`src/design/dcs_pkg.sv`:
```
// ----------------------------------------------------------------------------
// dcs_pkg
// Types, constants and tables shared by the coincidence scaler modules.
// ----------------------------------------------------------------------------
package dcs_pkg;

   localparam int PADS_PER_PLANE = 256;
   localparam int COUNTER_BITS   = 32;
   localparam int NUM_COUNTERS   = 64;
   localparam int GROUP_SIZE     = 8;
   localparam int QUEUE_DEPTH    = 4;

   localparam logic [15:0] WIN_LOW      = 16'd10;
   localparam logic [15:0] WIN_HIGH     = 16'd4080;
   localparam logic [8:0]  PAD_HITS_MAX = 9'd511;
   localparam logic [4:0]  ION_HITS_MAX = 5'd31;
   localparam logic [7:0]  ION_SEGMENTS = 8'd16;
   localparam logic [63:0] READ_MAX     = 64'hFFFF_FFFF;

   localparam logic [7:0] PMT_CHANNEL [8] = '{8'd9, 8'd11, 8'd13, 8'd15,
                                              8'd1, 8'd3, 8'd5, 8'd7};
   localparam logic [7:0] MCP_HIGH_CHANNEL [4] = '{8'd11, 8'd15, 8'd9, 8'd13};
   localparam logic [7:0] MCP_LOW_CHANNEL  [4] = '{8'd3, 8'd7, 8'd1, 8'd5};

   typedef enum logic [1:0] {
      OP_SAMPLE = 2'd0,
      OP_EVENT  = 2'd1,
      OP_READ   = 2'd2,
      OP_CLEAR  = 2'd3
   } op_type;

   typedef enum logic [2:0] {
      SRC_TDC   = 3'd0,
      SRC_QDC   = 3'd1,
      SRC_PAD   = 3'd2,
      SRC_ANODE = 3'd3,
      SRC_ION   = 3'd4
   } source_type;

   typedef enum logic [2:0] {
      REG_TDC_LOWER   = 3'd0,
      REG_TDC_UPPER   = 3'd1,
      REG_QDC_UPPER   = 3'd2,
      REG_PED_HIGH    = 3'd3,
      REG_PED_LOW     = 3'd4,
      REG_PAD_LOWER   = 3'd5,
      REG_PAD_UPPER   = 3'd6,
      REG_ION_MIN     = 3'd7
   } reg_index_type;

   typedef enum logic [1:0] {
      CMD_EVENT = 2'd0,
      CMD_READ  = 2'd1,
      CMD_CLEAR = 2'd2
   } cmd_kind_type;

   typedef struct packed {
      cmd_kind_type kind;
      logic [5:0]   mask;
      logic [7:0]   index;
   } cmd_type;

   typedef struct packed {
      logic    valid;
      cmd_type cmd;
   } cmd_slot_type;

   typedef logic [5:0] subset_table_type [NUM_COUNTERS];

   // Empty set first, then singles, pairs and so on, each group in
   // lexicographic order of detector index.
   function automatic subset_table_type build_subsets();
      subset_table_type t;
      int               idx;
      int               n;
      logic [5:0]       rv;
      logic [5:0]       m;
      idx = 0;
      for (int k = 0; k < NUM_COUNTERS; k++) begin
         t[k] = '0;
      end
      for (int s = 0; s <= 6; s++) begin
         for (int r = 63; r >= 0; r--) begin
            rv = 6'(r);
            n = 0;
            for (int b = 0; b < 6; b++) begin
               n = n + int'(rv[b]);
            end
            if (n == s) begin
               m = '0;
               for (int b = 0; b < 6; b++) begin
                  if (rv[b]) begin
                     m[5 - b] = 1'b1;
                  end
               end
               t[idx] = m;
               idx = idx + 1;
            end
         end
      end
      return t;
   endfunction

   localparam subset_table_type SUBSET_MASKS = build_subsets();

endpackage

```
`src/design/dcs_back.sv`:
```
// ----------------------------------------------------------------------------
// dcs_back
// Subset counters, the counter read stage and the result register.
// ----------------------------------------------------------------------------
module dcs_back (
   input  logic                  clock,
   input  logic                  reset,
   input  dcs_pkg::cmd_slot_type head,
   output logic                  pop,
   output logic                  rsp_valid,
   input  logic                  rsp_ready,
   output logic [5:0]            rsp_good_mask,
   output logic [31:0]           rsp_count_value,
   output logic                  rsp_is_read
);

   localparam int CB = dcs_pkg::COUNTER_BITS;

   logic [CB-1:0] counters_ff [dcs_pkg::NUM_COUNTERS];
   logic [CB-1:0] group_ff [dcs_pkg::GROUP_SIZE];
   logic [CB-1:0] group_in [dcs_pkg::GROUP_SIZE];
   logic          s1_valid_ff, s1_valid_in;
   logic          s1_is_read_ff;
   logic          s1_oob_ff;
   logic [5:0]    s1_mask_ff;
   logic [2:0]    s1_low_ff;
   logic          rsp_valid_ff, rsp_valid_in;
   logic [5:0]    rsp_mask_ff;
   logic [31:0]   rsp_count_ff;
   logic          rsp_is_read_ff;
   logic          out_free;
   logic          s1_free;
   logic          s1_load;
   logic          do_event;
   logic          do_clear;
   logic [CB-1:0] picked;
   logic [CB-1:0] clamped;

   assign out_free = !rsp_valid_ff || rsp_ready;
   assign s1_free  = !s1_valid_ff || out_free;
   assign pop      = head.valid && s1_free;
   assign do_event = pop && (head.cmd.kind == dcs_pkg::CMD_EVENT);
   assign do_clear = pop && (head.cmd.kind == dcs_pkg::CMD_CLEAR);
   assign s1_load  = pop && (head.cmd.kind != dcs_pkg::CMD_CLEAR);

   always_comb begin
      for (int j = 0; j < dcs_pkg::GROUP_SIZE; j++) begin
         group_in[j] = counters_ff[{head.cmd.index[5:3], 3'(j)}];
      end
   end

   always_comb begin
      s1_valid_in = s1_valid_ff;
      if (s1_load) begin
         s1_valid_in = 1'b1;
      end else if (out_free) begin
         s1_valid_in = 1'b0;
      end
      rsp_valid_in = rsp_valid_ff;
      if (out_free) begin
         rsp_valid_in = s1_valid_ff;
      end
   end

   assign picked  = s1_oob_ff ? '0 : group_ff[s1_low_ff];
   assign clamped = (picked > CB'(dcs_pkg::READ_MAX)) ? CB'(dcs_pkg::READ_MAX) : picked;

   always_ff @(posedge clock) begin
      if (reset) begin
         for (int k = 0; k < dcs_pkg::NUM_COUNTERS; k++) begin
            counters_ff[k] <= '0;
         end
      end else begin
         for (int k = 0; k < dcs_pkg::NUM_COUNTERS; k++) begin
            if (do_clear) begin
               counters_ff[k] <= '0;
            end else if (do_event &&
                         ((head.cmd.mask & dcs_pkg::SUBSET_MASKS[k]) ==
                          dcs_pkg::SUBSET_MASKS[k]) &&
                         (counters_ff[k] != {CB{1'b1}})) begin
               counters_ff[k] <= counters_ff[k] + 1'b1;
            end
         end
      end
   end

   always_ff @(posedge clock) begin
      if (reset) begin
         s1_valid_ff  <= 1'b0;
         rsp_valid_ff <= 1'b0;
      end else begin
         s1_valid_ff  <= s1_valid_in;
         rsp_valid_ff <= rsp_valid_in;
      end
   end

   always_ff @(posedge clock) begin
      if (s1_load) begin
         s1_is_read_ff <= (head.cmd.kind == dcs_pkg::CMD_READ);
         s1_mask_ff    <= head.cmd.mask;
         s1_oob_ff     <= (head.cmd.index[7:6] != 2'd0);
         s1_low_ff     <= head.cmd.index[2:0];
         for (int j = 0; j < dcs_pkg::GROUP_SIZE; j++) begin
            group_ff[j] <= group_in[j];
         end
      end
      if (out_free && s1_valid_ff) begin
         rsp_is_read_ff <= s1_is_read_ff;
         rsp_mask_ff    <= s1_is_read_ff ? 6'd0 : s1_mask_ff;
         rsp_count_ff   <= s1_is_read_ff ? 32'(clamped) : 32'd0;
      end
   end

   assign rsp_valid       = rsp_valid_ff;
   assign rsp_good_mask   = rsp_mask_ff;
   assign rsp_count_value = rsp_count_ff;
   assign rsp_is_read     = rsp_is_read_ff;

endmodule

```
`config.mk`:
```
export PLATFORM = sky130hd
export DESIGN_NAME = dcs_back
export DESIGN_NICKNAME = d
export VERILOG_FILES = /design/src/design/dcs_pkg.sv /design/src/design/dcs_back.sv
export SDC_FILE = /design/constraint.sdc
export NUM_CORES = 2
export LEC_CHECK = 0
export BUFFER_PORTS_ARGS = -buffer_cell sky130_fd_sc_hd__buf_4
export CORE_AREA = 3 3 526 528
export CTS_BUF_LIST = sky130_fd_sc_hd__clkbuf_2 sky130_fd_sc_hd__clkbuf_4 sky130_fd_sc_hd__clkbuf_8
export CTS_CLUSTER_SIZE = 24
export DETAILED_ROUTE_END_ITERATION = 16
export DIE_AREA = 0 0 529 531
export PLACE_DENSITY = 0.7
export SETUP_SLACK_MARGIN = 0.02
export SLEW_MARGIN = 25
export SYNTH_ARGS = -nofsm -noshare
export SYNTH_HDL_FRONTEND = slang
export SYNTH_SLANG_ARGS = --single-unit
```
`constraint.sdc`:
```
create_clock -name clock -period 8.5 [get_ports clock]
set_clock_uncertainty 0.05 [all_clocks]
set_input_delay 0 -clock clock [delete_from_list [all_inputs] [get_ports clock]]
set_output_delay 0 -clock clock [all_outputs]
set_load 0.05 [all_outputs]
```
; ---- Word-level counts from Yosys, hierarchy flattened
; Memory sizes are Yosys's and may differ from the RTL's. A register that Yosys moved wholly into a read port is not among the register bits.
; Index checks and enable logic that the tools add are counted.
[word_totals]
register_bits = 52
mem_bits_rw = 2304
in_bits = 20
out_inout_bits = 41
mem_count = 2
[memory_table]
columns = memory, words, word_bits, rd, rd_clocked_by_memory_dff, wr, line_no
row1 = counters_ff, 64, 32, 72, 0, 64, dcs_back.sv:19  ; logic [CB-1:0] counters_ff [dcs_pkg::NUM_COUNTERS];
row2 = group_ff, 8, 32, 1, 1, 8, dcs_back.sv:20  ; logic [CB-1:0] group_ff [dcs_pkg::GROUP_SIZE];
[op_classes]
addsub = 64
magnitude_cmp = 1
eq_ne = 124
mux = 396
bitwise_logic = 128
reduce_logical = 139
[ops]
columns = cell, count
row1 = two-way mux 32 bit, 130
row2 = "adder 32 x 1 -> 32 bit, second input constant", 64
row3 = "inequality test 32 bit, second input constant", 64
row4 = two-way mux 1 bit, 265
row5 = logical AND 1 bit, 132
row6 = bitwise OR 1 bit, 128
row7 = "== test 3 bit, second input constant", 20
row8 = "== test 4 bit, second input constant", 15
row9 = "== test 2 bit, second input constant", 16
row10 = "greater-than comparator 32 bit, second input constant", 1
row11 = "== test 5 bit, second input constant", 6
row12 = "== test 6 bit, second input constant", 1
row13 = nonzero test 2 bit, 2
row14 = two-way mux 3 bit, 1
row15 = "== test 2 x 1 -> 1 bit, second input constant", 1
row16 = logical NOT 1 bit, 2
row17 = logical NOT 2 bit, 1
row18 = logical OR 1 bit, 2
row19 = "inequality test 2 bit, second input constant", 1

; ---- Depth between registers and ports, before layout
[depth]
ltp_word = 12
mapped_depth = 9

; ---- Least setup slack after synthesis
; No wires, ideal clock.
[synth_timing]
kind = register to register
startpoint = reg rsp_valid_ff, in the netlist rsp_valid
endpoint = mem group_ff[0][0] in the netlist's numbering, enable pin
setup_ns = 0.619
arrival_time_ns = 6.503
required_time_ns = 7.831
path_slack_ns = 1.329
stages_incl_launch_ff = 5
path_buffers = 1
path_cell_list = dfxtp_1 > and3b_1 > buf_2 > or3_1 > inv_1
[synth_lines]
columns = item, line_no
row1 = "start, declared", dcs_back.sv:27  ; logic rsp_valid_ff, rsp_valid_in;
row2 = "start signal, assigned", dcs_back.sv:93  ; rsp_valid_ff <= rsp_valid_in;
row3 = "end, declared", dcs_back.sv:20

==> results.py <==
metrics = {
    "drt": {
        "wl_per_cell_um": 24.46,
        "routed_wl_mm": 388.8,
        "drt-initial-drc-count": 13790,
        "ant_nets": 0,
        "dr.pass1.iters": 8,
        "drc": 0,
        "vias_per_cell": 6.274,
        "via_count": 99740,
    },
    "synth": {
        "yosysUniqueCellTypes": 70,
        "async_flop_share_pct": 0,
        "synthCells": 11800,
        "synth_commonest_cells": "2354 x edfxtp_1, 2255 x nor2_1, 1165 x xor2_1, 818 x nand3_1, 721 x nand2_1",
        "synth_ff_type": "edfxtp_1",
        "synthTopCellsByArea": "edfxtp_1 52%, mux4_2 9.5%, xor2_1 7.5%",
        "yosysWarnings": 0,
        "syn-cell-area_um2": 136000,
        "ys_seq_area_share_pct": 52.05,
        "synth-edff-count": 2354,
        "yosysTopAreaCell": "edfxtp_1",
        "ys_ff_latch": 2359,
        "synth_most_common_cell": "edfxtp_1",
        "postSynthAreaPerCell_um2": 11.53,
        "synth_top_area_share_pct": 51.97,
        "syn_nets": 11880,
    },
    "sta": {
        "finalHoldViolations": 0,
        "relSlewSlack_pct": 24.59,
        "worstMarginPinSlew_ns": 1.128,
        "rsz0062_at_grt": "no",
        "setup_tns_ns": 0,
        "fin_crit_sh_pct": 47.98,
        "maxSlewViolCount": 0,
        "max_freq_ghz": 0.2452,
        "fin_crit_ns": 4.078,
        "finalSetupViolCount": 0,
        "whs_ns": 0.1895,
    },
    "grt": {
        "grt_pass1_vias": 93810,
        "grt_start_max_net_pins": 153,
        "grt_use_total_pct": 27.05,
        "grt_overflow": 0,
        "grt_pass1_wl_mm": 583.1,
        "antenna_found_initial": 27,
    },
    "floorplan": {
        "start_util_pct": 49.84,
        "io_pins": 61,
        "fp.coreArea_um2": 272900,
        "rows": 192,
        "fp.dieW_um": 529,
        "die_y_um": 531,
        "die-area_um2": 280900,
    },
    "clocking": {
        "worstSkewPairLatency_ns": 1.10,
        "cts_resized": 0,
        "post-cts-setup-buffer-count": 0,
        "htree_levels": 5,
        "cts_hold_buf": 35,
        "cts_max_path_buffers": 4,
        "cts_tree": "yes",
        "clock_sinks": 2359,
        "clock_tree.root_cell": "clkbuf_8",
        "clk_pin_slew_ns": 0.06,
        "numCtsBuffers": 405,
    },
    "setup_path": {
        "path_delay_family": "simple AND/OR/NAND/NOR gates",
        "required_ns": 9.18,
        "crit_path_max_fanout": 31,
        "cpPeakStageDelay_ns": 0.89,
        "start_kind": "flop",
        "worst-path-buf-inv": 2,
        "critPathCaptureType": "flop",
        "path_cells": "nand3b_1 -> and4_1 -> nand4_1 -> o21bai_2 -> buf_4 -> nand2_1 -> buf_4",
        "cp.arrival_ns": 4.76,
        "worst_path_most_repeated_cell": "buf_4",
        "slowest_stage": "and4_1",
        "critPathKind": "flop to flop",
    },
    "placement": {
        "place.gp.congestion": 0.9516,
        "numPortBuffers": 60,
        "hpwl_mm": 282.3,
        "dpl-instance-area_um2": 140900,
        "placedCellCount": 15120,
    },
    "run": {
        "drv_cap": 0,
    },
    "finish": {
        "register_area_um2": 70790,
        "multi_input_area_um2": 63070,
        "instances_no_fill": 15900,
        "layout.nets": 12060,
        "drive_gt1_share_pct": 15.12,
        "fin_area_um2": 149300,
        "area_growth_pct": 9.789,
        "n_fill_cell": 22630,
    },
    "min_path": {
        "min_path_type": "input pin to flop",
    },
    "outcome": {
        "status": "complete, no violations",
    },
    "power": {
        "leakagePower_uw": 0.04765,
        "p_per_area_nw_per_um2": 180.4,
        "peakVddDrop_v": 0.0001338,
    },
}
-- placed cells by master (no fill, tap or decap), types with 18 or more instances in the layout --
cell type and count:
a21oi_1 114, and2_1 90, and3_1 305, and4_1 218, buf_4 229, clkbuf_4 97
clkbuf_8 406, clkinv_1 125, clkinv_2 61, dlygate4sd3_1 35, edfxtp_1 2354, ha_1 64
inv_1 182, mux2_2 256, mux2i_1 32, mux4_2 576, nand2_1 721, nand3_1 816
nand4_1 613, nand4b_1 18, nor2_1 2255, nor2b_1 21, nor3_1 209, nor4_1 123
nor4_2 34, o21ai_0 105, or2_2 25, or3_1 117, or4_1 30, xnor2_1 628
xor2_1 1165
-- final timing paths --
path / start / to / slack (ns) / depth (start not counted)
hold / removal: head[8] / counters_ff[0][62]$_SDFFCE_PN0P_ / 0.19 / 3
setup / recovery: rsp_valid$_SDFFE_PP0P_ / counters_ff[5][164]$_SDFFCE_PP0P_ / 4.42 / 7
setup reg to reg: rsp_valid$_SDFFE_PP0P_ / counters_ff[5][164]$_SDFFCE_PP0P_ / 4.42 / 7
hold reg to reg: s1_low_ff[2]$_DFFE_PP_ / flop / 0.39 / 2
-- worst reg2reg max path, stage by stage, from the launching register on --
cell	delay, ns
dfxtp_1	0.37
nand3b_1	0.34
and4_1	0.89
nand4_1	0.59
o21bai_2	0.40
buf_4	0.24
nand2_1	0.44
buf_4	0.40
-- sequential cells by signal, indices dropped and copies added (netlist names), named ones only --
register,cells
rsp_count_value,32
s1_valid_ff,1
rsp_good_mask,6
s1_low_ff,3
s1_oob_ff,1
s1_mask_ff,6
rsp_is_read,1
rsp_valid,1
group_ff,256
counters_ff,2048
s1_is_read_ff,1
-- metal layers --
layer | up-vias | GRT usage, % | wire, um
met5 | - | 0 | 45
met4 | 8 | 12.04 | 18980
met3 | 747 | 5.590 | 43110
met2 | 5167 | 39.90 | 170800
met1 | 49600 | 38.67 | 155800
li1 | 44210 | - | -
-- kinds of logic (layout without fill, tap and decap cells) --
| kind of cell | Yosys count | count (layout) | synth area share (%) |
|---|---|---|---|
| AO/OA/AOI/OAI | 342 | 342 | 1.517 |
| XOR/XNOR | 1793 | 1793 | 11.55 |
| other | 0 | 13 | 0 |
| buffers and inverters | 695 | 1196 | 2.023 |
| adder cells (fa/ha/maj) | 64 | 64 | 0.5888 |
| AND/OR/NAND/NOR | 5678 | 5678 | 20.38 |
| multiplexers | 864 | 864 | 11.89 |
| flip-flops | 2359 | 2359 | 52.05 |
-- where the power goes --
group | internal [uW] | switching (uW) | total [uW]
logic | 940 | 1300 | 2240
clock network | 5300 | 5050 | 10300
registers | 13500 | 855 | 14400
-- stage by stage --
stage | setup slack [ns] | power [uW] | utilization (%)
after global placement | 4.711 | 16650 | 51.56
after floorplan | 1.329 | 15680 | -
after CTS | 4.620 | 27010 | 54.64
after global routing | 4.338 | 27770 | 54.70
after detailed placement | 4.706 | 16720 | 51.64
final | 4.422 | 26940 | 54.72
-- final cells by class --
class / instances / share of cell area, %
diodes: 13 / 0.02179
multi-input cells: 8741 / 42.24
clock inverters: 227 / 1.014
repair buffers: 283 / 1.613
clock buffers: 503 / 4.230
well taps: 3589 / 3.007
inverters: 183 / 0.4651
flip-flops and latches: 2359 / 47.41
Power figures use the tool's default switching activity.
