`src/design/dcs_pkg.sv`:
```
// ----------------------------------------------------------------------------
// dcs_pkg
// Types, constants and tables shared by the coincidence scaler modules.
// ----------------------------------------------------------------------------
package dcs_pkg;

   localparam int PADS_PER_PLANE = 256;
   localparam int COUNTER_BITS   = 32;
   localparam int NUM_COUNTERS   = 64;
   localparam int GROUP_SIZE     = 8;
   localparam int QUEUE_DEPTH    = 4;

   localparam logic [15:0] WIN_LOW      = 16'd10;
   localparam logic [15:0] WIN_HIGH     = 16'd4080;
   localparam logic [8:0]  PAD_HITS_MAX = 9'd511;
   localparam logic [4:0]  ION_HITS_MAX = 5'd31;
   localparam logic [7:0]  ION_SEGMENTS = 8'd16;
   localparam logic [63:0] READ_MAX     = 64'hFFFF_FFFF;

   localparam logic [7:0] PMT_CHANNEL [8] = '{8'd9, 8'd11, 8'd13, 8'd15,
                                              8'd1, 8'd3, 8'd5, 8'd7};
   localparam logic [7:0] MCP_HIGH_CHANNEL [4] = '{8'd11, 8'd15, 8'd9, 8'd13};
   localparam logic [7:0] MCP_LOW_CHANNEL  [4] = '{8'd3, 8'd7, 8'd1, 8'd5};

   typedef enum logic [1:0] {
      OP_SAMPLE = 2'd0,
      OP_EVENT  = 2'd1,
      OP_READ   = 2'd2,
      OP_CLEAR  = 2'd3
   } op_type;

   typedef enum logic [2:0] {
      SRC_TDC   = 3'd0,
      SRC_QDC   = 3'd1,
      SRC_PAD   = 3'd2,
      SRC_ANODE = 3'd3,
      SRC_ION   = 3'd4
   } source_type;

   typedef enum logic [2:0] {
      REG_TDC_LOWER   = 3'd0,
      REG_TDC_UPPER   = 3'd1,
      REG_QDC_UPPER   = 3'd2,
      REG_PED_HIGH    = 3'd3,
      REG_PED_LOW     = 3'd4,
      REG_PAD_LOWER   = 3'd5,
      REG_PAD_UPPER   = 3'd6,
      REG_ION_MIN     = 3'd7
   } reg_index_type;

   typedef enum logic [1:0] {
      CMD_EVENT = 2'd0,
      CMD_READ  = 2'd1,
      CMD_CLEAR = 2'd2
   } cmd_kind_type;

   typedef struct packed {
      cmd_kind_type kind;
      logic [5:0]   mask;
      logic [7:0]   index;
   } cmd_type;

   typedef struct packed {
      logic    valid;
      cmd_type cmd;
   } cmd_slot_type;

   typedef logic [5:0] subset_table_type [NUM_COUNTERS];

   // Empty set first, then singles, pairs and so on, each group in
   // lexicographic order of detector index.
   function automatic subset_table_type build_subsets();
      subset_table_type t;
      int               idx;
      int               n;
      logic [5:0]       rv;
      logic [5:0]       m;
      idx = 0;
      for (int k = 0; k < NUM_COUNTERS; k++) begin
         t[k] = '0;
      end
      for (int s = 0; s <= 6; s++) begin
         for (int r = 63; r >= 0; r--) begin
            rv = 6'(r);
            n = 0;
            for (int b = 0; b < 6; b++) begin
               n = n + int'(rv[b]);
            end
            if (n == s) begin
               m = '0;
               for (int b = 0; b < 6; b++) begin
                  if (rv[b]) begin
                     m[5 - b] = 1'b1;
                  end
               end
               t[idx] = m;
               idx = idx + 1;
            end
         end
      end
      return t;
   endfunction

   localparam subset_table_type SUBSET_MASKS = build_subsets();

endpackage

```
`src/design/dcs_front.sv`:
```
// ----------------------------------------------------------------------------
// dcs_front
// Accepts words, applies sample windows to the event state, forms the good
// mask at end of event and queues commands for the counter back end.
// ----------------------------------------------------------------------------
module dcs_front (
   input  logic                  clock,
   input  logic                  reset,
   input  logic                  req_valid,
   output logic                  req_ready,
   input  logic [1:0]            req_operation,
   input  logic [2:0]            req_source,
   input  logic                  req_chamber,
   input  logic [7:0]            req_channel,
   input  logic [15:0]           req_sample_value,
   input  logic                  csr_valid,
   output logic                  csr_ready,
   input  logic [2:0]            csr_index,
   input  logic [15:0]           csr_data,
   input  logic                  queue_full,
   output dcs_pkg::cmd_slot_type push
);

   logic [15:0] tdc_lower_ff, tdc_upper_ff;
   logic [11:0] qdc_upper_ff, ped_high_ff, ped_low_ff, pad_lower_ff, pad_upper_ff;
   logic [4:0]  ion_min_ff;

   logic [7:0]  pmt_hits_ff, pmt_hits_in;
   logic [3:0]  mcp_hits_ff, mcp_hits_in;
   logic [1:0]  anode_ok_ff, anode_ok_in;
   logic [8:0]  pad_hits_ff [2];
   logic [8:0]  pad_hits_in [2];
   logic [4:0]  ion_hits_ff, ion_hits_in;

   logic        accept;
   logic        tdc_ok, high_ok, low_ok, pad_ok, win_ok, pad_chan_ok;
   logic [5:0]  mask;
   dcs_pkg::op_type op;

   assign req_ready = !queue_full;
   assign csr_ready = 1'b1;
   assign accept    = req_valid && req_ready;
   assign op        = dcs_pkg::op_type'(req_operation);

   assign tdc_ok  = (req_sample_value > tdc_lower_ff) && (req_sample_value < tdc_upper_ff);
   assign high_ok = (req_sample_value > 16'(ped_high_ff)) &&
                    (req_sample_value < 16'(qdc_upper_ff));
   assign low_ok  = (req_sample_value > 16'(ped_low_ff)) &&
                    (req_sample_value < 16'(qdc_upper_ff));
   assign pad_ok  = (req_sample_value > 16'(pad_lower_ff)) &&
                    (req_sample_value < 16'(pad_upper_ff));
   assign win_ok  = (req_sample_value > dcs_pkg::WIN_LOW) &&
                    (req_sample_value < dcs_pkg::WIN_HIGH);
   assign pad_chan_ok = (9'(req_channel) < 9'(dcs_pkg::PADS_PER_PLANE));

   assign mask[0] = (pmt_hits_ff[3:0] == 4'hF);
   assign mask[1] = (mcp_hits_ff == 4'hF);
   assign mask[2] = anode_ok_ff[0] && (pad_hits_ff[0] > 9'd2);
   assign mask[3] = (pmt_hits_ff[7:4] == 4'hF);
   assign mask[4] = anode_ok_ff[1] && (pad_hits_ff[1] > 9'd2);
   assign mask[5] = (ion_hits_ff >= ion_min_ff);

   always_comb begin
      pmt_hits_in    = pmt_hits_ff;
      mcp_hits_in    = mcp_hits_ff;
      anode_ok_in    = anode_ok_ff;
      pad_hits_in[0] = pad_hits_ff[0];
      pad_hits_in[1] = pad_hits_ff[1];
      ion_hits_in    = ion_hits_ff;
      if (accept && (op == dcs_pkg::OP_SAMPLE)) begin
         unique case (dcs_pkg::source_type'(req_source))
            dcs_pkg::SRC_TDC: begin
               for (int i = 0; i < 8; i++) begin
                  if ((req_channel == dcs_pkg::PMT_CHANNEL[i]) && tdc_ok) begin
                     pmt_hits_in[i] = 1'b1;
                  end
               end
            end
            dcs_pkg::SRC_QDC: begin
               for (int i = 0; i < 4; i++) begin
                  if (((req_channel == dcs_pkg::MCP_HIGH_CHANNEL[i]) && high_ok) ||
                      ((req_channel == dcs_pkg::MCP_LOW_CHANNEL[i]) && low_ok)) begin
                     mcp_hits_in[i] = 1'b1;
                  end
               end
            end
            dcs_pkg::SRC_PAD: begin
               if (pad_chan_ok && pad_ok &&
                   (pad_hits_ff[req_chamber] != dcs_pkg::PAD_HITS_MAX)) begin
                  pad_hits_in[req_chamber] = pad_hits_ff[req_chamber] + 1'b1;
               end
            end
            dcs_pkg::SRC_ANODE: begin
               if (win_ok) begin
                  anode_ok_in[req_chamber] = 1'b1;
               end
            end
            dcs_pkg::SRC_ION: begin
               if ((req_channel < dcs_pkg::ION_SEGMENTS) && win_ok &&
                   (ion_hits_ff != dcs_pkg::ION_HITS_MAX)) begin
                  ion_hits_in = ion_hits_ff + 1'b1;
               end
            end
            default: begin
            end
         endcase
      end else if (accept && (op == dcs_pkg::OP_EVENT)) begin
         pmt_hits_in    = '0;
         mcp_hits_in    = '0;
         anode_ok_in    = '0;
         pad_hits_in[0] = '0;
         pad_hits_in[1] = '0;
         ion_hits_in    = '0;
      end
   end

   always_comb begin
      push.valid     = accept && (op != dcs_pkg::OP_SAMPLE);
      push.cmd.mask  = mask;
      push.cmd.index = req_channel;
      unique case (op)
         dcs_pkg::OP_READ:  push.cmd.kind = dcs_pkg::CMD_READ;
         dcs_pkg::OP_CLEAR: push.cmd.kind = dcs_pkg::CMD_CLEAR;
         dcs_pkg::OP_EVENT: push.cmd.kind = dcs_pkg::CMD_EVENT;
         dcs_pkg::OP_SAMPLE: push.cmd.kind = dcs_pkg::CMD_EVENT;
      endcase
   end

   always_ff @(posedge clock) begin
      if (reset) begin
         pmt_hits_ff    <= '0;
         mcp_hits_ff    <= '0;
         anode_ok_ff    <= '0;
         pad_hits_ff[0] <= '0;
         pad_hits_ff[1] <= '0;
         ion_hits_ff    <= '0;
      end else begin
         pmt_hits_ff    <= pmt_hits_in;
         mcp_hits_ff    <= mcp_hits_in;
         anode_ok_ff    <= anode_ok_in;
         pad_hits_ff[0] <= pad_hits_in[0];
         pad_hits_ff[1] <= pad_hits_in[1];
         ion_hits_ff    <= ion_hits_in;
      end
   end

   always_ff @(posedge clock) begin
      if (reset) begin
         tdc_lower_ff <= 16'd1;
         tdc_upper_ff <= 16'd65535;
         qdc_upper_ff <= 12'd3840;
         ped_high_ff  <= 12'd100;
         ped_low_ff   <= 12'd20;
         pad_lower_ff <= 12'd100;
         pad_upper_ff <= 12'd990;
         ion_min_ff   <= 5'd15;
      end else if (csr_valid && csr_ready) begin
         unique case (dcs_pkg::reg_index_type'(csr_index))
            dcs_pkg::REG_TDC_LOWER: tdc_lower_ff <= csr_data;
            dcs_pkg::REG_TDC_UPPER: tdc_upper_ff <= csr_data;
            dcs_pkg::REG_QDC_UPPER: qdc_upper_ff <= csr_data[11:0];
            dcs_pkg::REG_PED_HIGH:  ped_high_ff  <= csr_data[11:0];
            dcs_pkg::REG_PED_LOW:   ped_low_ff   <= csr_data[11:0];
            dcs_pkg::REG_PAD_LOWER: pad_lower_ff <= csr_data[11:0];
            dcs_pkg::REG_PAD_UPPER: pad_upper_ff <= csr_data[11:0];
            dcs_pkg::REG_ION_MIN:   ion_min_ff   <= csr_data[4:0];
         endcase
      end
   end

endmodule

```
`config.mk`:
```
export PLATFORM = sky130hd
export DESIGN_NAME = dcs_front
export DESIGN_NICKNAME = d
export VERILOG_FILES = /design/src/design/dcs_pkg.sv /design/src/design/dcs_front.sv
export SDC_FILE = /design/constraint.sdc
export NUM_CORES = 1
export LEC_CHECK = 0
export BUFFER_PORTS_ARGS = -buffer_cell sky130_fd_sc_hd__buf_4
export CAP_MARGIN = 30
export CORE_ASPECT_RATIO = 1.1
export CORE_MARGIN = 8
export CORE_UTILIZATION = 65
export DETAILED_ROUTE_END_ITERATION = 16
export PLACE_DENSITY_LB_ADDON = 0.3
export REMOVE_ABC_BUFFERS = 1
export SYNTH_ARGS = -nofsm -noshare
export SYNTH_HDL_FRONTEND = slang
export SYNTH_SLANG_ARGS = --single-unit
```
`constraint.sdc`:
```
create_clock -name clock -period 7.3 [get_ports clock]
set_input_delay 1.46 -clock clock [delete_from_list [all_inputs] [get_ports clock]]
set_output_delay 1.46 -clock clock [all_outputs]
set_load 0.005 [all_outputs]
```
Word-level counts from Yosys, hierarchy flattened --
Memories as Yosys holds them, arrays and structs flattened. Cells that the tools add are included.
Operators by class: $lt $le $gt $ge 17, bitwise gates (word level) 4, add/subtract/negate cells 2, mux-type cells 41, equal/unequal tests 45, reduce and logical (&&, ||, !) cells 65
Operator list (number):
- 18-bit 2-to-1 mux | 4
- 16-bit by 12-bit > comparator with 1-bit output | 3
- 3-bit AND reduction | 14
- 2-bit by 1-bit != test with 1-bit output (second input constant) | 17
- 8-bit by 4-bit equality test with 1-bit output (second input constant) | 4
- 1-bit logical AND | 32
- 16-bit by 12-bit < comparator with 1-bit output | 2
- 9-bit 2-to-1 mux | 3
- 8-bit 2-to-1 mux | 3
- 5-bit 2-to-1 mux | 4
- 18-bit bitwise mux | 1
- 9-bit by 2-bit > comparator with 1-bit output (second input constant) | 2
- 8-bit by 3-bit equality test with 1-bit output (second input constant) | 2
- 16-bit > comparator | 1
- 16-bit by 4-bit > comparator with 1-bit output (second input constant) | 1
- 16-bit by 12-bit < comparator with 1-bit output (second input constant) | 1
- 16-bit < comparator | 1
- 1-bit 2-to-1 mux | 16
- 2-bit AND reduction | 8
- 3-bit equality test (second input constant) | 5
- 3-bit by 2-bit equality test with 1-bit output (second input constant) | 4
- 4-bit equality test (second input constant) | 3
- 4-bit 2-to-1 mux | 3
- 9-bit by 1-bit adder with 9-bit output (second input constant) | 1
- 28 further kinds | 39
Storage, ports and cells: memories kept 1, flip-flop bits (word level) 116, output and inout port bits 19, bits in writable memories 18
Memory list:
- pad_hits_ff | depth 2, width 9, read ports 3, clocked after memory_dff 0, write ports 2, line dcs_front.sv:31 | logic [8:0] pad_hits_ff [2];

Depth between registers and ports, before layout --
depth in word-level cells 10, gate-level depth with buffers 13, mapped depth without buffers 12

Least setup slack after synthesis --
OpenSTA, ideal clock, no wires.
path type in2reg, start in req_chamber, end mem pad_hits_ff[0][0], stages 12, slack 3.597 ns, arrival time 3.576 ns, required time 7.173 ns, cell sequence buf_1 > clkbuf_8 > inv_1 > a31oi_1 > nor2_1 > ha_1 > nor2_1 > nand3_1 > nor3_1 > nand4_1 > nor4bb_1 > or3b_1
RTL lines:
- from (decl) | line dcs_front.sv:13 | input logic req_chamber,
- to (decl) | line dcs_front.sv:31

==> impl_metrics.sql <==
INSERT INTO impl_metrics (metric_group, metric, value, unit) VALUES
('logic_synthesis', 'fraction_of_synthesized_cell_area_in_xor_and_xnor_cells', '0.7752', '%'),
('grt', 'globalRouteOverflowTotal', '0', ''),
('worst_setup_path', 'critPathCaptureType', 'flip-flop', ''),
('run', 'drv_cap', '0', ''),
('place', 'place_hpwl', '14780', 'um'),
('timing', 'timing.setup.tns', '0', 'ns'),
('logic_synthesis', 'dominant_combinational_cell_family_by_area_after_synthesis', 'simple AND/OR/NAND/NOR gates', ''),
('die', 'dieWidth', '121.2', 'um'),
('hold_path', 'timing.hold.worst.class', 'reg -> reg', ''),
('routing', 'route.detailed.vias_per_inst', '5.956', ''),
('clock_tree', 'depth_of_the_cts_h_tree', '4', ''),
('logic_synthesis', 'synthesized_area_fraction_occupied_by_ao_oa_aoi_and_oai_cells', '17.97', '%'),
('clock_tree', 'clk_latency', '0.43', 'ns'),
('worst_setup_path', 'crit_path_max_fanout', '22', ''),
('timing', 'rsz_0062_raised_after_global_routing', 'false', ''),
('logic_synthesis', 'number_of_enable_flip_flop_cells_after_synthesis', '0', ''),
('logic_synthesis', 'synth.distinct_cells', '62', ''),
('timing', 'clock_period_minus_final_worst_setup_slack', '3.694', 'ns'),
('grt', 'groute.usage.overall', '26.69', '%'),
('logic_synthesis', 'synthAdderAreaFrac', '15.50', '%'),
('finish', 'n_antenna_cell', '0', ''),
('worst_setup_path', 'timing.critical_path.required', '7.64', 'ns'),
('routing', 'drc', '0', ''),
('logic_synthesis', 'yosys.area_share.simple', '21.72', '%'),
('routing', 'post_drt_wl_per_cell', '17.24', 'um'),
('logic_synthesis', 'synth_cells', '987', ''),
('routing', 'drt_iter0_markers', '650', ''),
('run_status', 'outcome', 'completed', ''),
('finish', 'fillers', '940', ''),
('grt', 'grt_max_degree', '51', ''),
('die', 'floorplan.initialDensity', '66.01', '%'),
('finish', 'multi_input_area', '4593', 'um2'),
('power', 'peak_supply_drop', '0.0001564', 'V'),
('logic_synthesis', 'syn-mean-instance-area', '8.013', 'um2'),
('finish', 'layout-drive-gt1-share', '12.13', '%'),
('finish', 'layout-area-overhead-vs-synth', '13.61', '%'),
('clock_tree', 'clock_sinks', '134', ''),
('grt', 'grt_pass1_wl', '34160', 'um'),
('die', 'io_pins', '73', ''),
('timing', 'worst_slew_pin_slew', '0.9881', 'ns'),
('clock_tree', 'cts_hold_buffers', '0', ''),
('die', 'dieHeight', '131.7', 'um'),
('clock_tree', 'worst_setup_hold_path_clk_slew', '0.05', 'ns'),
('logic_synthesis', 'yosysWarningCount', '0', ''),
('logic_synthesis', 'synth.ff_latch_count', '134', ''),
('clock_tree', 'cts_buffers', '17', ''),
('finish', 'layout.area.seq', '2683', 'um2'),
('routing', 'first_pass_iters', '5', ''),
('logic_synthesis', 'multiplexer_share_of_the_synthesized_area', '1.962', '%'),
('die', 'row_count', '42', ''),
('timing', 'timing.final.hold_violations', '0', ''),
('logic_synthesis', 'synthDominantCellAreaShare', '33.92', '%'),
('logic_synthesis', 'post-synth-top-area-cell', 'sky130_fd_sc_hd__dfxtp_1', ''),
('logic_synthesis', 'ys_async_sr_fraction', '0', '%'),
('timing', 'post_route_clock_skew', '0.005416', 'ns'),
('routing', 'detailroute.via_count', '7153', ''),
('die', 'core_area', '11980', 'um2'),
('logic_synthesis', 'synth_top_cells_by_area', 'sky130_fd_sc_hd__dfxtp_1 (34%), sky130_fd_sc_hd__ha_1 (16%), sky130_fd_sc_hd__nand2_1 (7.5%)', ''),
('timing', 'slew_viol_final', '0', ''),
('logic_synthesis', 'synth-seq-area-share', '33.92', '%'),
('timing', 'whs', '0.4474', 'ns'),
('timing', 'period_utilization', '50.61', '%'),
('routing', 'antenna_violating_nets_post_route', '0', ''),
('timing', 'setup_viol_count_final', '0', ''),
('clock_tree', 'cts_tree', 'done', ''),
('place', 'place.port_buffers', '71', ''),
('worst_setup_path', 'ff2ff_setup_slack', '4.60', 'ns'),
('die', 'dieArea', '15960', 'um2'),
('worst_setup_path', 'worst_setup_path_class', 'in -> reg', ''),
('grt', 'first_global_vias', '6959', ''),
('grt', 'grt_antenna_before_repair', '0', '');
## cell usage in the layout, fill, tap and decap left out, types with 8 or more instances in the layout
| cell | Yosys | final |
|---|---|---|
| sky130_fd_sc_hd__dfxtp_1 | 134 | 134 |
| sky130_fd_sc_hd__nand4_1 | 19 | 19 |
| sky130_fd_sc_hd__nand3_1 | 20 | 20 |
| sky130_fd_sc_hd__nand2b_1 | 14 | 14 |
| sky130_fd_sc_hd__nor3_1 | 14 | 13 |
| sky130_fd_sc_hd__nor2b_1 | 14 | 14 |
| sky130_fd_sc_hd__mux2i_1 | 11 | 11 |
| sky130_fd_sc_hd__inv_1 | 103 | 103 |
| sky130_fd_sc_hd__a22o_1 | 8 | 8 |
| sky130_fd_sc_hd__a21oi_1 | 89 | 89 |
| sky130_fd_sc_hd__clkbuf_16 | 0 | 17 |
| sky130_fd_sc_hd__a21o_1 | 12 | 12 |
| sky130_fd_sc_hd__a211o_1 | 37 | 37 |
| sky130_fd_sc_hd__ha_1 | 98 | 98 |
| sky130_fd_sc_hd__buf_4 | 9 | 78 |
| sky130_fd_sc_hd__o21ai_0 | 31 | 31 |
| sky130_fd_sc_hd__nor2_1 | 75 | 74 |
| sky130_fd_sc_hd__nand2_1 | 158 | 158 |
| sky130_fd_sc_hd__nor4_1 | 10 | 10 |
## metal layers
metal,GRT usage (%),wire length (um)
met5,0,0
met4,12.77,594
met3,5.527,1318
met2,44.21,9966
met1,32.12,8830
## registers in the layout (all words and copies together) (netlist names)
register,count
pad_hits_ff,18
tdc_lower_ff,16
tdc_upper_ff,16
pad_lower_ff,12
pad_upper_ff,12
ped_high_ff,12
ped_low_ff,12
qdc_upper_ff,12
pmt_hits_ff,8
ion_hits_ff,5
ion_min_ff,5
mcp_hits_ff,4
anode_ok_ff,2
## synthesized netlist by cell type, types with 6 or more instances
cell type / count
sky130_fd_sc_hd__inv_1: 103
sky130_fd_sc_hd__nor3_1: 14
sky130_fd_sc_hd__nor2_1: 75
sky130_fd_sc_hd__a211o_1: 37
sky130_fd_sc_hd__a21o_1: 12
sky130_fd_sc_hd__nor4_1: 10
sky130_fd_sc_hd__nand3_1: 20
sky130_fd_sc_hd__nor2b_1: 14
sky130_fd_sc_hd__nand2b_1: 14
sky130_fd_sc_hd__clkbuf_1: 27
sky130_fd_sc_hd__mux2i_1: 11
sky130_fd_sc_hd__o21ai_0: 31
sky130_fd_sc_hd__nand2_1: 158
sky130_fd_sc_hd__ha_1: 98
sky130_fd_sc_hd__a21oi_1: 89
sky130_fd_sc_hd__a22o_1: 8
sky130_fd_sc_hd__nand3b_1: 6
sky130_fd_sc_hd__nand4_1: 19
sky130_fd_sc_hd__xnor2_1: 6
sky130_fd_sc_hd__and2_1: 6
sky130_fd_sc_hd__buf_4: 9
sky130_fd_sc_hd__dfxtp_1: 134
## critical path, cell delays in order
cell	delay, ns
sky130_fd_sc_hd__buf_4	0.24
sky130_fd_sc_hd__mux2_2	0.38
sky130_fd_sc_hd__ha_1	0.24
sky130_fd_sc_hd__nand3_1	0.12
sky130_fd_sc_hd__nor2_1	0.06
sky130_fd_sc_hd__ha_1	0.20
sky130_fd_sc_hd__nor2_1	0.08
sky130_fd_sc_hd__nand3_1	0.12
sky130_fd_sc_hd__nor3_1	0.25
sky130_fd_sc_hd__o2111a_2	0.31
sky130_fd_sc_hd__nand3_1	0.26
sky130_fd_sc_hd__o31ai_1	0.30
## power by group
group | switching [W] | leakage [nW] | internal, W | total (W)
sequential | 0.00000589 | 1.09 | 0.000746 | 0.000752
combinational | 0.000122 | 2.56 | 0.0000796 | 0.000202
clock | 0.000307 | 0.270 | 0.000498 | 0.000805
## metrics by stage
step | std cells | setup WS [ns] | cell area [um2] | utilization (%) | total power (W)
2_1_floorplan | 939 | 3.796 | 7655 | - | 0.0008653
3_3_place_gp | 1171 | 3.349 | 8441 | 70.45 | 0.0009575
3_5_place_dp | 1171 | 3.285 | 8441 | 70.45 | 0.0009643
4_1_cts | 1201 | 3.657 | 8985 | 74.99 | 0.001757
5_1_grt | 1201 | 3.397 | 8985 | 74.99 | 0.001820
6_report | 1201 | 3.606 | 8985 | 74.99 | 0.001759
## final timing paths
path                                                  start                        endpoint  depth (start not counted)
worst max-delay path                            req_chamber  pad_hits_ff[1][0]$_SDFFE_PP0P_                         12
worst min-delay path            pmt_hits_ff[3]$_SDFFE_PP0P_     pmt_hits_ff[3]$_SDFFE_PP0P_                          2
worst max register to register  ion_hits_ff[0]$_SDFFE_PP0P_     ion_hits_ff[3]$_SDFFE_PP0P_                          9
worst min register to register  pmt_hits_ff[3]$_SDFFE_PP0P_     pmt_hits_ff[3]$_SDFFE_PP0P_                          2
## cells by family after synthesis
| family | Yosys count |
|---|---|
| compound gates | 216 |
| simple gates | 365 |
| buf+inv | 151 |
| fa+ha+maj | 98 |
| other cells | 1 |
| xor+xnor | 7 |
| mux | 15 |
| flops | 134 |
## final cells by class
| class | instances | area share, % |
|---|---|---|
| flip-flops and latches | 134 | 29.86 |
| well taps | 154 | 2.145 |
| clock inverters | 4 | 0.5013 |
| repair buffers | 78 | 6.517 |
| clock buffers | 26 | 5.556 |
| inverters | 103 | 4.303 |
| multi-input cells | 702 | 51.12 |
(Power assumes the default switching activity.)
